**src/rtl/rsfd_pkg.sv**
```systemverilog
package rsfd_pkg;

  localparam int FRAME_BYTES = 33;
  localparam int LAST_IDX    = FRAME_BYTES - 1;
  localparam int CNT_W       = $clog2(FRAME_BYTES);

  localparam logic [7:0] HDR_BYTE = 8'hFE;

  // Only payload bytes 0..17 and 26..31 are ever read back.
  localparam int LO_BYTES = 18;
  localparam int HI_FIRST = 26;
  localparam int HI_END   = 32;
  localparam int SLOTS    = LO_BYTES + (HI_END - HI_FIRST);
  localparam int SLOT_W   = $clog2(SLOTS);

  localparam int STALL_BYTE = 4;

  // Slot positions of the bytes read at fixed places
  localparam int SL_BKP_FLAG = 15;
  localparam int SL_BATT     = 16;
  localparam int SL_BKP      = 17;
  localparam int SL_YAW      = HI_FIRST + 4 - (HI_FIRST - LO_BYTES);

  localparam logic [3:0] BKP_TAG = 4'h3;
  localparam logic [31:0] LE16_OFFSET = 32'd10000;

  // Result quantity codes
  localparam logic [3:0] Q_VEL0  = 4'd0;
  localparam logic [3:0] Q_VEL2  = 4'd2;
  localparam logic [3:0] Q_ACC0  = 4'd3;
  localparam logic [3:0] Q_GYR2  = 4'd8;
  localparam logic [3:0] Q_BATT  = 4'd9;
  localparam logic [3:0] Q_BKP   = 4'd10;
  localparam logic [3:0] Q_ROLL  = 4'd11;
  localparam logic [3:0] Q_YAW   = 4'd13;
  localparam logic [3:0] Q_TOTAL = 4'd14;

  typedef enum logic [1:0] {
    ST_GOOD  = 2'd0,
    ST_STALL = 2'd1,
    ST_ERR   = 2'd2
  } status_t;

  typedef struct packed {
    status_t                       kind;
    logic [3:0]                    mask;
    logic [SLOTS-1:0][7:0]         bytes;
  } frame_rec_t;

  localparam int Q_DEPTH = 2;
  localparam int QPTR_W  = $clog2(Q_DEPTH);
  localparam int QCNT_W  = $clog2(Q_DEPTH + 1);

  typedef struct packed {
    logic full;
    logic empty;
  } q_status_t;

endpackage

```
**src/rtl/rsfd_front.sv**
```systemverilog
module rsfd_front import rsfd_pkg::*; (
  input  logic       clk,
  input  logic       rst,
  input  logic       take,
  input  logic [7:0] rx_byte,
  input  q_status_t  qs,
  output logic       hold,
  output logic       push,
  output frame_rec_t rec
);

  typedef enum logic [2:0] {
    PH_SEEK1 = 3'b001,
    PH_SEEK2 = 3'b010,
    PH_BODY  = 3'b100
  } phase_t;

  phase_t                phase, phase_next;
  logic [CNT_W-1:0]      count, count_next;
  logic [7:0]            csum;
  logic [9:0]            s4;
  logic [3:0]            mask;
  logic                  stall_hit;
  logic [SLOTS-1:0][7:0] cap;
  logic                  at_last, body_take, slot_we;
  logic [SLOT_W-1:0]     slot_idx;

  assign at_last   = (phase == PH_BODY) && (count == CNT_W'(LAST_IDX));
  // hold the last byte of a frame until the queue has room
  assign hold      = at_last && qs.full;
  assign body_take = take && (phase == PH_BODY);
  assign push      = body_take && at_last;

  always_comb begin
    phase_next = phase;
    count_next = count;
    if (take) begin
      unique case (phase)
        PH_SEEK2: begin
          phase_next = (rx_byte == HDR_BYTE) ? PH_BODY : PH_SEEK1;
          count_next = '0;
        end
        PH_BODY: begin
          if (at_last) begin
            phase_next = PH_SEEK1;
            count_next = '0;
          end else begin
            count_next = count + 1'b1;
          end
        end
        default: begin
          if (rx_byte == HDR_BYTE) phase_next = PH_SEEK2;
        end
      endcase
    end
  end

  always_comb begin
    slot_we  = 1'b0;
    slot_idx = '0;
    if (count < CNT_W'(LO_BYTES)) begin
      slot_we  = 1'b1;
      slot_idx = SLOT_W'(count);
    end else if (count >= CNT_W'(HI_FIRST) && count < CNT_W'(HI_END)) begin
      slot_we  = 1'b1;
      slot_idx = SLOT_W'(count - CNT_W'(HI_FIRST - LO_BYTES));
    end
  end

  always_ff @(posedge clk) begin
    if (rst) begin
      phase <= PH_SEEK1;
      count <= '0;
    end else begin
      phase <= phase_next;
      count <= count_next;
    end
    if (body_take) begin
      if (count == '0) begin
        csum <= rx_byte;
        s4   <= {2'b00, rx_byte};
      end else if (!at_last) begin
        csum <= csum + rx_byte;
        if (count < CNT_W'(STALL_BYTE)) s4 <= s4 + {2'b00, rx_byte};
      end
      if (count < CNT_W'(STALL_BYTE)) mask[count[1:0]] <= (rx_byte == 8'd1);
      if (count == CNT_W'(STALL_BYTE)) stall_hit <= (s4 == {2'b00, rx_byte});
      if (slot_we) cap[slot_idx] <= rx_byte;
    end
  end

  always_comb begin
    rec.bytes = cap;
    rec.mask  = mask;
    if (stall_hit) rec.kind = ST_STALL;
    else if (csum == rx_byte) rec.kind = ST_GOOD;
    else rec.kind = ST_ERR;
  end

endmodule

```
**src/rtl/rsfd_queue.sv**
```systemverilog
module rsfd_queue import rsfd_pkg::*; (
  input  logic       clk,
  input  logic       rst,
  input  logic       push,
  input  frame_rec_t wr_rec,
  input  logic       pop,
  output frame_rec_t head,
  output q_status_t  qs
);

  frame_rec_t        mem [Q_DEPTH];
  logic [QPTR_W-1:0] wr_ptr, rd_ptr;
  logic [QCNT_W-1:0] fill;
  logic              do_push, do_pop;

  assign qs.full  = (fill == QCNT_W'(Q_DEPTH));
  assign qs.empty = (fill == '0);
  assign do_push  = push && !qs.full;
  assign do_pop   = pop && !qs.empty;
  assign head     = mem[rd_ptr];

  always_ff @(posedge clk) begin
    if (rst) begin
      wr_ptr <= '0;
      rd_ptr <= '0;
      fill   <= '0;
    end else begin
      if (do_push) wr_ptr <= wr_ptr + 1'b1;
      if (do_pop) rd_ptr <= rd_ptr + 1'b1;
      if (do_push && !do_pop) fill <= fill + 1'b1;
      else if (do_pop && !do_push) fill <= fill - 1'b1;
    end
    if (do_push) mem[wr_ptr] <= wr_rec;
  end

endmodule

```
**src/rtl/rsfd_back.sv**
```systemverilog
module rsfd_back import rsfd_pkg::*; (
  input  logic         clk,
  input  logic         rst,
  input  logic         yaw_deadband_we,
  input  logic [9:0]   yaw_deadband_wdata,
  input  frame_rec_t   head,
  input  q_status_t    qs,
  output logic         pop,
  input  logic         res_stall,
  output logic         res_valid,
  output logic [1:0]   status,
  output logic [3:0]   wheel_fault_mask,
  output logic [3:0]   quantity,
  output logic [31:0]  value,
  output logic         last
);

  logic [9:0]         deadband;
  logic [3:0]         idx;
  logic signed [15:0] prev_yaw;
  logic               yaw_seen;
  logic signed [31:0] yaw_total;
  logic signed [16:0] yaw_delta;
  logic               yaw_hit;

  logic               load, good, final_q;
  logic [SLOT_W-1:0]  le_lo, be_hi;
  logic signed [15:0] yaw_now;
  logic signed [16:0] d_now, mag_now;
  logic signed [32:0] sum_next;
  logic signed [31:0] total_next;
  logic [31:0]        val_sel;

  assign load    = !qs.empty && (!res_valid || !res_stall);
  assign good    = (head.kind == ST_GOOD);
  assign final_q = (idx == Q_TOTAL);
  assign pop     = load && (!good || final_q);

  assign le_lo   = SLOT_W'({idx, 1'b0} - 5'd3);
  assign be_hi   = SLOT_W'({idx, 1'b0} - 5'd4);

  assign yaw_now = $signed({head.bytes[SL_YAW], head.bytes[SL_YAW + 1]});
  assign d_now   = yaw_seen ? (17'(yaw_now) - 17'(prev_yaw)) : '0;
  assign mag_now = d_now[16] ? -d_now : d_now;

  always_comb begin
    sum_next = 33'(yaw_total) + (yaw_hit ? 33'(yaw_delta) : 33'sd0);
    // clamp to the 32-bit range on overflow
    if (sum_next[32] != sum_next[31])
      total_next = sum_next[32] ? 32'sh8000_0000 : 32'sh7FFF_FFFF;
    else
      total_next = sum_next[31:0];
  end

  always_comb begin
    case (idx) inside
      [Q_VEL0:Q_VEL2]: val_sel = 32'($signed(head.bytes[SLOT_W'(idx)] ^ 8'h80));
      [Q_ACC0:Q_GYR2]: val_sel = {16'd0, head.bytes[le_lo + 1'b1], head.bytes[le_lo]}
                                 - LE16_OFFSET;
      Q_BATT:          val_sel = {24'd0, head.bytes[SL_BATT]};
      Q_BKP:           val_sel = (head.bytes[SL_BKP_FLAG][7:4] == BKP_TAG)
                                 ? {24'd0, head.bytes[SL_BKP]} : 32'd0;
      [Q_ROLL:Q_YAW]:  val_sel = 32'($signed({head.bytes[be_hi], head.bytes[be_hi + 1'b1]}));
      default:         val_sel = total_next;
    endcase
  end

  always_ff @(posedge clk) begin
    if (rst) begin
      deadband  <= 10'd10;
      idx       <= '0;
      res_valid <= 1'b0;
      prev_yaw  <= '0;
      yaw_seen  <= 1'b0;
      yaw_total <= '0;
    end else begin
      if (yaw_deadband_we) deadband <= yaw_deadband_wdata;
      if (load) res_valid <= 1'b1;
      else if (!res_stall) res_valid <= 1'b0;
      if (load && good) begin
        idx <= final_q ? '0 : idx + 1'b1;
        if (idx == Q_YAW) begin
          prev_yaw  <= yaw_now;
          yaw_seen  <= 1'b1;
          yaw_delta <= d_now;
          yaw_hit   <= (mag_now >= 17'(deadband));
        end
        if (final_q) yaw_total <= total_next;
      end
    end
    if (load) begin
      if (good) begin
        status           <= ST_GOOD;
        wheel_fault_mask <= '0;
        quantity         <= idx;
        value            <= val_sel;
        last             <= final_q;
      end else begin
        status           <= head.kind;
        wheel_fault_mask <= (head.kind == ST_STALL) ? head.mask : 4'd0;
        quantity         <= '0;
        value            <= '0;
        last             <= 1'b1;
      end
    end
  end

endmodule

```
**src/rtl/robot_status_frame_decoder_core.sv**
```systemverilog
// Path from a frame's last byte to its first result: queue entry, then output register.
// Throughput: one byte per cycle in unless stalled; one result per cycle out unless
// res_stall holds (15 for a good frame). A two-entry frame queue parts byte intake from
// result output; intake holds only on a frame's last byte when both entries are taken.
// Reset (rst, synchronous): hunt restarts, queue empties, yaw state clears,
// deadband returns to 10.
module robot_status_frame_decoder_core import rsfd_pkg::*; (
  input  logic        clk,
  input  logic        rst,
  input  logic        yaw_deadband_we,
  input  logic [9:0]  yaw_deadband_wdata,
  input  logic        rx_valid,
  output logic        rx_stall,
  input  logic [7:0]  rx_byte,
  output logic        res_valid,
  input  logic        res_stall,
  output logic [1:0]  status,
  output logic [3:0]  wheel_fault_mask,
  output logic [3:0]  quantity,
  output logic [31:0] value,
  output logic        last
);

  q_status_t  qs;
  frame_rec_t fr_rec, head;
  logic       push, pop, take;

  assign take = rx_valid && !rx_stall;

  rsfd_front u_front (
    .clk     (clk),
    .rst     (rst),
    .take    (take),
    .rx_byte (rx_byte),
    .qs      (qs),
    .hold    (rx_stall),
    .push    (push),
    .rec     (fr_rec)
  );

  rsfd_queue u_queue (
    .clk    (clk),
    .rst    (rst),
    .push   (push),
    .wr_rec (fr_rec),
    .pop    (pop),
    .head   (head),
    .qs     (qs)
  );

  rsfd_back u_back (
    .clk                (clk),
    .rst                (rst),
    .yaw_deadband_we    (yaw_deadband_we),
    .yaw_deadband_wdata (yaw_deadband_wdata),
    .head               (head),
    .qs                 (qs),
    .pop                (pop),
    .res_stall          (res_stall),
    .res_valid          (res_valid),
    .status             (status),
    .wheel_fault_mask   (wheel_fault_mask),
    .quantity           (quantity),
    .value              (value),
    .last               (last)
  );

endmodule

```
**config.mk**
```make
export PLATFORM = sky130hd
export DESIGN_NAME = robot_status_frame_decoder_core
export DESIGN_NICKNAME = d
export VERILOG_FILES = /design/src/rtl/rsfd_pkg.sv /design/src/rtl/rsfd_front.sv /design/src/rtl/rsfd_queue.sv /design/src/rtl/rsfd_back.sv /design/src/rtl/robot_status_frame_decoder_core.sv
export SDC_FILE = /design/constraint.sdc
export NUM_CORES = 1
export LEC_CHECK = 0
export ABC_AREA = 1
export BUFFER_PORTS_ARGS = -buffer_cell sky130_fd_sc_hd__buf_2
export CAP_MARGIN = 20
export CORE_MARGIN = 4
export CORE_UTILIZATION = 30
export CTS_CLUSTER_DIAMETER = 80
export DETAILED_ROUTE_END_ITERATION = 7
export GPL_TIMING_DRIVEN = 0
export PLACE_DENSITY = 0.45
export SETUP_SLACK_MARGIN = 0.05
export SLEW_MARGIN = 20
export SYNTH_ARGS = -nofsm -noshare
export SYNTH_HDL_FRONTEND = slang
export SYNTH_SLANG_ARGS = --single-unit
export TNS_END_PERCENT = 50
```
**constraint.sdc**
```tcl
create_clock -name clk -period 15.9 [get_ports clk]
set_clock_uncertainty 0.15 [all_clocks]
set_input_delay 1.59 -clock clk [delete_from_list [all_inputs] [get_ports clk]]
set_output_delay 1.59 -clock clk [all_outputs]
set_load 0.01 [all_outputs]
```
Word-level counts from Yosys, hierarchy flattened
Memories as Yosys holds them, arrays and structs flattened. A register that Yosys moved wholly into a read port is not among the register bits. Index checks and enable logic that the tools add are counted.

Output and inout bits: 45. Memories: 1. Register bits: 353. Memory bits (writable): 396. Word-level logic and storage cells: 206.

Memories: u_queue.mem (depth 2, bits a word 198, read ports 1, clocked after memory_dff 1, write ports 1, line rsfd_queue.sv:11) `frame_rec_t mem [Q_DEPTH];`.

Magnitude comparators: 20. Bitwise operators: 3. $add $sub $neg: 17. Reductions and logical operators: 46. Equal/unequal tests: 19. Mux-type cells: 53.

Operator list (number): two-way mux 32 bit (7); bitwise mux 192 bit (1); binary-select mux 8 bit (select 5 bit) (4); two-way mux 8 bit (10); demux 8 bit (select 5 bit) (1); two-way mux 17 bit (2); adder 32 x 33 -> 33 bit (1); two-way mux 33 bit (1); binary-select mux 8 bit (select 4 bit) (1); < comparator 5 x 6 -> 1 bit (second input constant) (5); two-way mux 10 bit (2); logical AND 1 bit (18); >= comparator 17 x 10 -> 1 bit (1); negation 17 bit (1); subtractor 16 x 14 -> 17 bit (second input constant) (1); subtractor 16 x 16 -> 17 bit (1); equality test 4 bit (second input constant) (4); AND reduction 2 bit (7); case mux 6 bit (2 select lines) (1); adder 10 x 8 -> 10 bit (1); adder 5 x 1 -> 5 bit (second input constant) (2); equality test 10 x 8 -> 1 bit (1); two-way mux 5 bit (2); two-way mux 1 bit (9); 51 further kinds (74).

Longest topological paths before layout
Depth in word-level cells: 12. Mapped depth: 34. Mapped depth without buffers: 30.

Hierarchy
A second synthesis with hierarchy kept.

Cell total of the unflattened synthesis: 3185. Area total of the unflattened synthesis: 35589.1 sq um.

By module, submodules not included: rsfd_queue (area each 14946.8 sq um, cells an instance 653, times used 1); rsfd_back (area each 12294.3 sq um, cells an instance 1969, times used 1); rsfd_front (area each 8338.0 sq um, cells an instance 561, times used 1); robot_status_frame_decoder_core (area each 10.0 sq um, cells an instance 2, times used 1).

Least setup slack after synthesis
Ideal clock, no wire load.

Path type: input-to-reg. Start point: input rx_valid. End point: memory u_queue.mem[0][0] (netlist bit) (enable). Stages: 4. Required time: 14.990 ns. Path buffers: 0. Arrival: 10.163 ns. Slack: 4.827 ns. Path through: nand2_1 nor2_1 nand2_1 nor2_1.

Word-level cells in the longest chain between the ends: 6.

RTL lines: start, declared (line robot_status_frame_decoder_core.sv:12) `input logic rx_valid,`; logical AND 1 bit (line robot_status_frame_decoder_core.sv:28) `assign take = rx_valid && !rx_stall;`; logical AND 1 bit (line rsfd_front.sv:31) `assign body_take = take && (phase == PH_BODY);`; logical AND 1 bit (line rsfd_front.sv:32) `assign push = body_take && at_last;`; logical AND 1 bit (line rsfd_queue.sv:18) `assign do_push = push && !qs.full;`; two-way mux 1 bit (line rsfd_queue.sv:33) `if (do_push) mem[wr_ptr] <= wr_rec;`; two-way mux 1 bit (not written as such) (line rsfd_queue.sv:33); end, declared (line rsfd_queue.sv:11).

Every way passes these cells.

Worst setup path after layout
Start point: register u_back.idx[1]. End point: register u_back.value[10], data pin.

Word-level cells in the longest chain between the ends: 8.

RTL lines: start, declared (line rsfd_back.sv:19) `logic [3:0] idx;`; start signal, assigned (line rsfd_back.sv:81) `idx <= final_q ? '0 : idx + 1'b1;`; parallel branches: the longest is 7 deep, another holds subtractor 16 x 14 -> 17 bit; two-way mux 32 bit * (line rsfd_back.sv:56) `case (idx) inside`; end signal, assigned (line rsfd_back.sv:96) `value <= val_sel;`; end, declared (line rsfd_back.sv:14) `output logic [31:0] value,`.

Every way passes the cells marked *. The select of a mux whose other input is x is not followed. A chain may end at the register's enable or synchronous reset.

==> run metrics <==
Area Overhead vs Synth=15.4%; GRT Overall Usage=20.9%; fin crit share=41.8%; Setup-failing EPs final=0; register area=21,700 um2; outcome=completed; Final Wtd Congestion=0.972; Main synth FF type=edfxtp_1; Required @ worst endpoint=16,190 ps; Via density=5.05; Distinct cells, synth=61; synthesized cell area=35,500 um2; Fill cells=12,000; flop-to-flop setup slack=9260 ps; first-pass GRT wire length=188 mm; Clock Path Buffers=3; critical path type=flop to flop; Cell Rows=126; RSZ-0062 raised after global routing=no; Via Count=27,100; CTS buffer count=86; detailed placement HPWL=97.4 mm; met3 WL=8.01 mm; area of the multi-input gates=11,900 um2; Clock Latency Late Sink=670 ps; cell taking the most area after synthesis=edfxtp_1; Worst setup EP type=flop; Metal-1 WL=57.6 mm; initial DRC count=2,562; Layout Nets=3,888; EDFF count, synth=672; Vert. Die Dim=352 um; Yosys Warn Count=0; VDD IR max=0.0753 mV; PwrDens=128 nW/um2; Worst Setup SP=u_back.idx[1]$_SDFFE_PP0P_; Yosys top cell area share=56.8%; Total Wirelength=133 mm; Hold Violations, Final=0; Worst Tran Pin Value=1150 ps; Clk pin slew, worst setup/hold paths=60 ps; Core Region=118,000 um2; TNS Setup=0 ps; cell count after synthesis=3,585; Detail Route Antenna Nets=0; initial antenna violation count=7; highest metal used=met5; Syn Area/Cell=9.91 um2; Worst Path Max Fanout=13; Worst EP arrival=6930 ps; max cap viols=0; register area share after synthesis=61.2%; full die area=124,000 um2; fmax=151 MHz; fin. max-slew vios=0; Hold WC Path Type=flop to flop; Tmin final=6640 ps; clk sinks=750; vias in the first global route=25,900; asr flop ratio synth=0%; die width=352 um; share of cells above drive strength 1=10.1%; final core occ=34.8%; DRC viols=0; Yosys reg bits=750; Hold Slack=275 ps; Pre-antenna DRT Iters=6; Hold Startpoint=u_front.rec[76]$_DFFE_PP_; startpoint types=flop; Leak Pwr=15.9 nW; IO Pins=68; Post-CTS Setup Bufs=0; Crit Reg-Reg Startpoint=u_back.idx[1]$_SDFFE_PP0P_; wire length per cell=24.8 um; cts hold-fix bufs=0; post-CTS sizing=0; Post-Syn Nets=3,705; met2 wire len=61.9 mm; TritonCTS clock tree=built; port bufs=67; max_slew headroom=22.8%; grt ovf=0; CTS Root Cell=clkbuf_16; largest net degree at the start of global routing=47; H-Tree Depth=3; Power Total=0.00525 W; Initial Utilization=30.2%; top post-synthesis cells by area=edfxtp_1, nand2_1, nand3_1, dfxtp_1, ha_1
area by class of cell:
cell class,count,share of cell area (%)
tap,1536,4.68
antenna,2,0.0122
clock buffer,113,5.57
timing repair buffer,95,2.17
multi-input combinational,2399,29.0
clock inverter,42,0.775
sequential,750,53.0
buffer,158,2.21
inverter,278,2.56
cell usage after synthesis, types with 16 or more instances:
master,count
nand2_1,1007
edfxtp_1,672
nand3_1,341
inv_1,270
nor2_1,244
a21oi_1,205
o21ai_0,202
ha_1,93
dfxtp_1,78
buf_2,62
clkbuf_1,50
o21ai_1,30
o211ai_1,29
a31oi_1,26
nor3_1,24
or2_2,22
buf_6,21
nand4_1,19
buf_4,18
xor2_1,16
report_power, final:
group / switching, W / internal (W)
Clock: 0.000814 / 0.00106
Sequential: 0.0000264 / 0.00221
Combinational: 0.000862 / 0.000284
Total: 0.00170 / 0.00355
worst max-delay path: stages, from the launching register on:
cell and delay, ps:
dfxtp_1 360, clkbuf_1 320, inv_1 410, buf_2 400, buf_2 400, buf_2 340
buf_1 800, ha_1 430, inv_1 290, clkbuf_1 640, nand3_1 150, nand2_1 200
nand2_1 100, nand2_1 200, inv_1 70, ha_1 250, nand2_2 120, nand2_1 70
o21ai_0 160, nand3_1 100, nand2_1 80, nand2_1 40, a21oi_1 310
worst paths after layout:
check                                   end  cells after the start
max reg2reg  u_back.value[10]$_SDFFCE_PN0P_                     22
max          u_back.value[10]$_SDFFCE_PN0P_                     22
min reg2reg    u_queue.mem[0][76]$_DFFE_PP_                      0
min            u_queue.mem[0][76]$_DFFE_PP_                      0
metrics by stage:
stage	setup slack [ps]	instances	instance area, um2
2_1_floorplan	4830	3585	35500
3_3_place_gp	-2060	5188	37800
3_5_place_dp	9420	5215	38400
4_1_cts	9390	5370	41000
5_1_grt	8890	5371	41000
6_report	9260	5373	41000
cells by family after synthesis:
| group | Yosys count | share of synthesized area [%] |
|---|---|---|
| buffers and inverters | 436 | 5.50 |
| AND/OR/NAND/NOR | 1701 | 20.0 |
| XOR/XNOR | 23 | 0.641 |
| flip-flops | 750 | 61.2 |
| multiplexers | 14 | 0.405 |
| AO/OA/AOI/OAI | 564 | 8.82 |
| adder cells (fa/ha/maj) | 97 | 3.50 |
metal layers:
metal  GRT usage (%)  vias up
met5               0        -
met4            8.16        2
met3            3.04      226
met2            34.1      940
met1            28.2    13200
li1                -    12800
cells in the final DEF (no fill, tap or decap), types with 6 or more instances in the layout:
cell          n
nand2_1    1007
edfxtp_1    672
nand3_1     341
inv_1       269
nor2_1      228
a21oi_1     205
o21ai_0     200
buf_2       129
ha_1         93
clkbuf_16    86
dfxtp_1      78
clkbuf_1     74
o21ai_1      31
o211ai_1     29
a31oi_1      26
buf_6        23
buf_4        22
or2_2        22
nor3_1       22
nor2_2       19
nand4_1      19
clkinv_1     17
xor2_1       16
mux2i_1      13
o22ai_1      13
clkinv_2     12
buf_12       12
o31ai_1      10
buf_16        9
nor4_1        8
o21bai_1      7
inv_6         6
nand2_2       6
nand3b_1      6
a21boi_0      6
a21o_1        6
buf_1         6
o221ai_1      6
flip-flops by register name, indices dropped and copies added (netlist names), 6 cells and up, named ones only:
name and flops:
u_front.csum 8, u_back.yaw_delta 17, u_back.deadband 10, u_front.rec 192
u_back.yaw_total 32, u_queue.mem 396, u_front.count 6, u_back.prev_yaw 16
u_back.value 32, u_front.s4 10
Note: power is estimated with default switching activity, not from simulation.
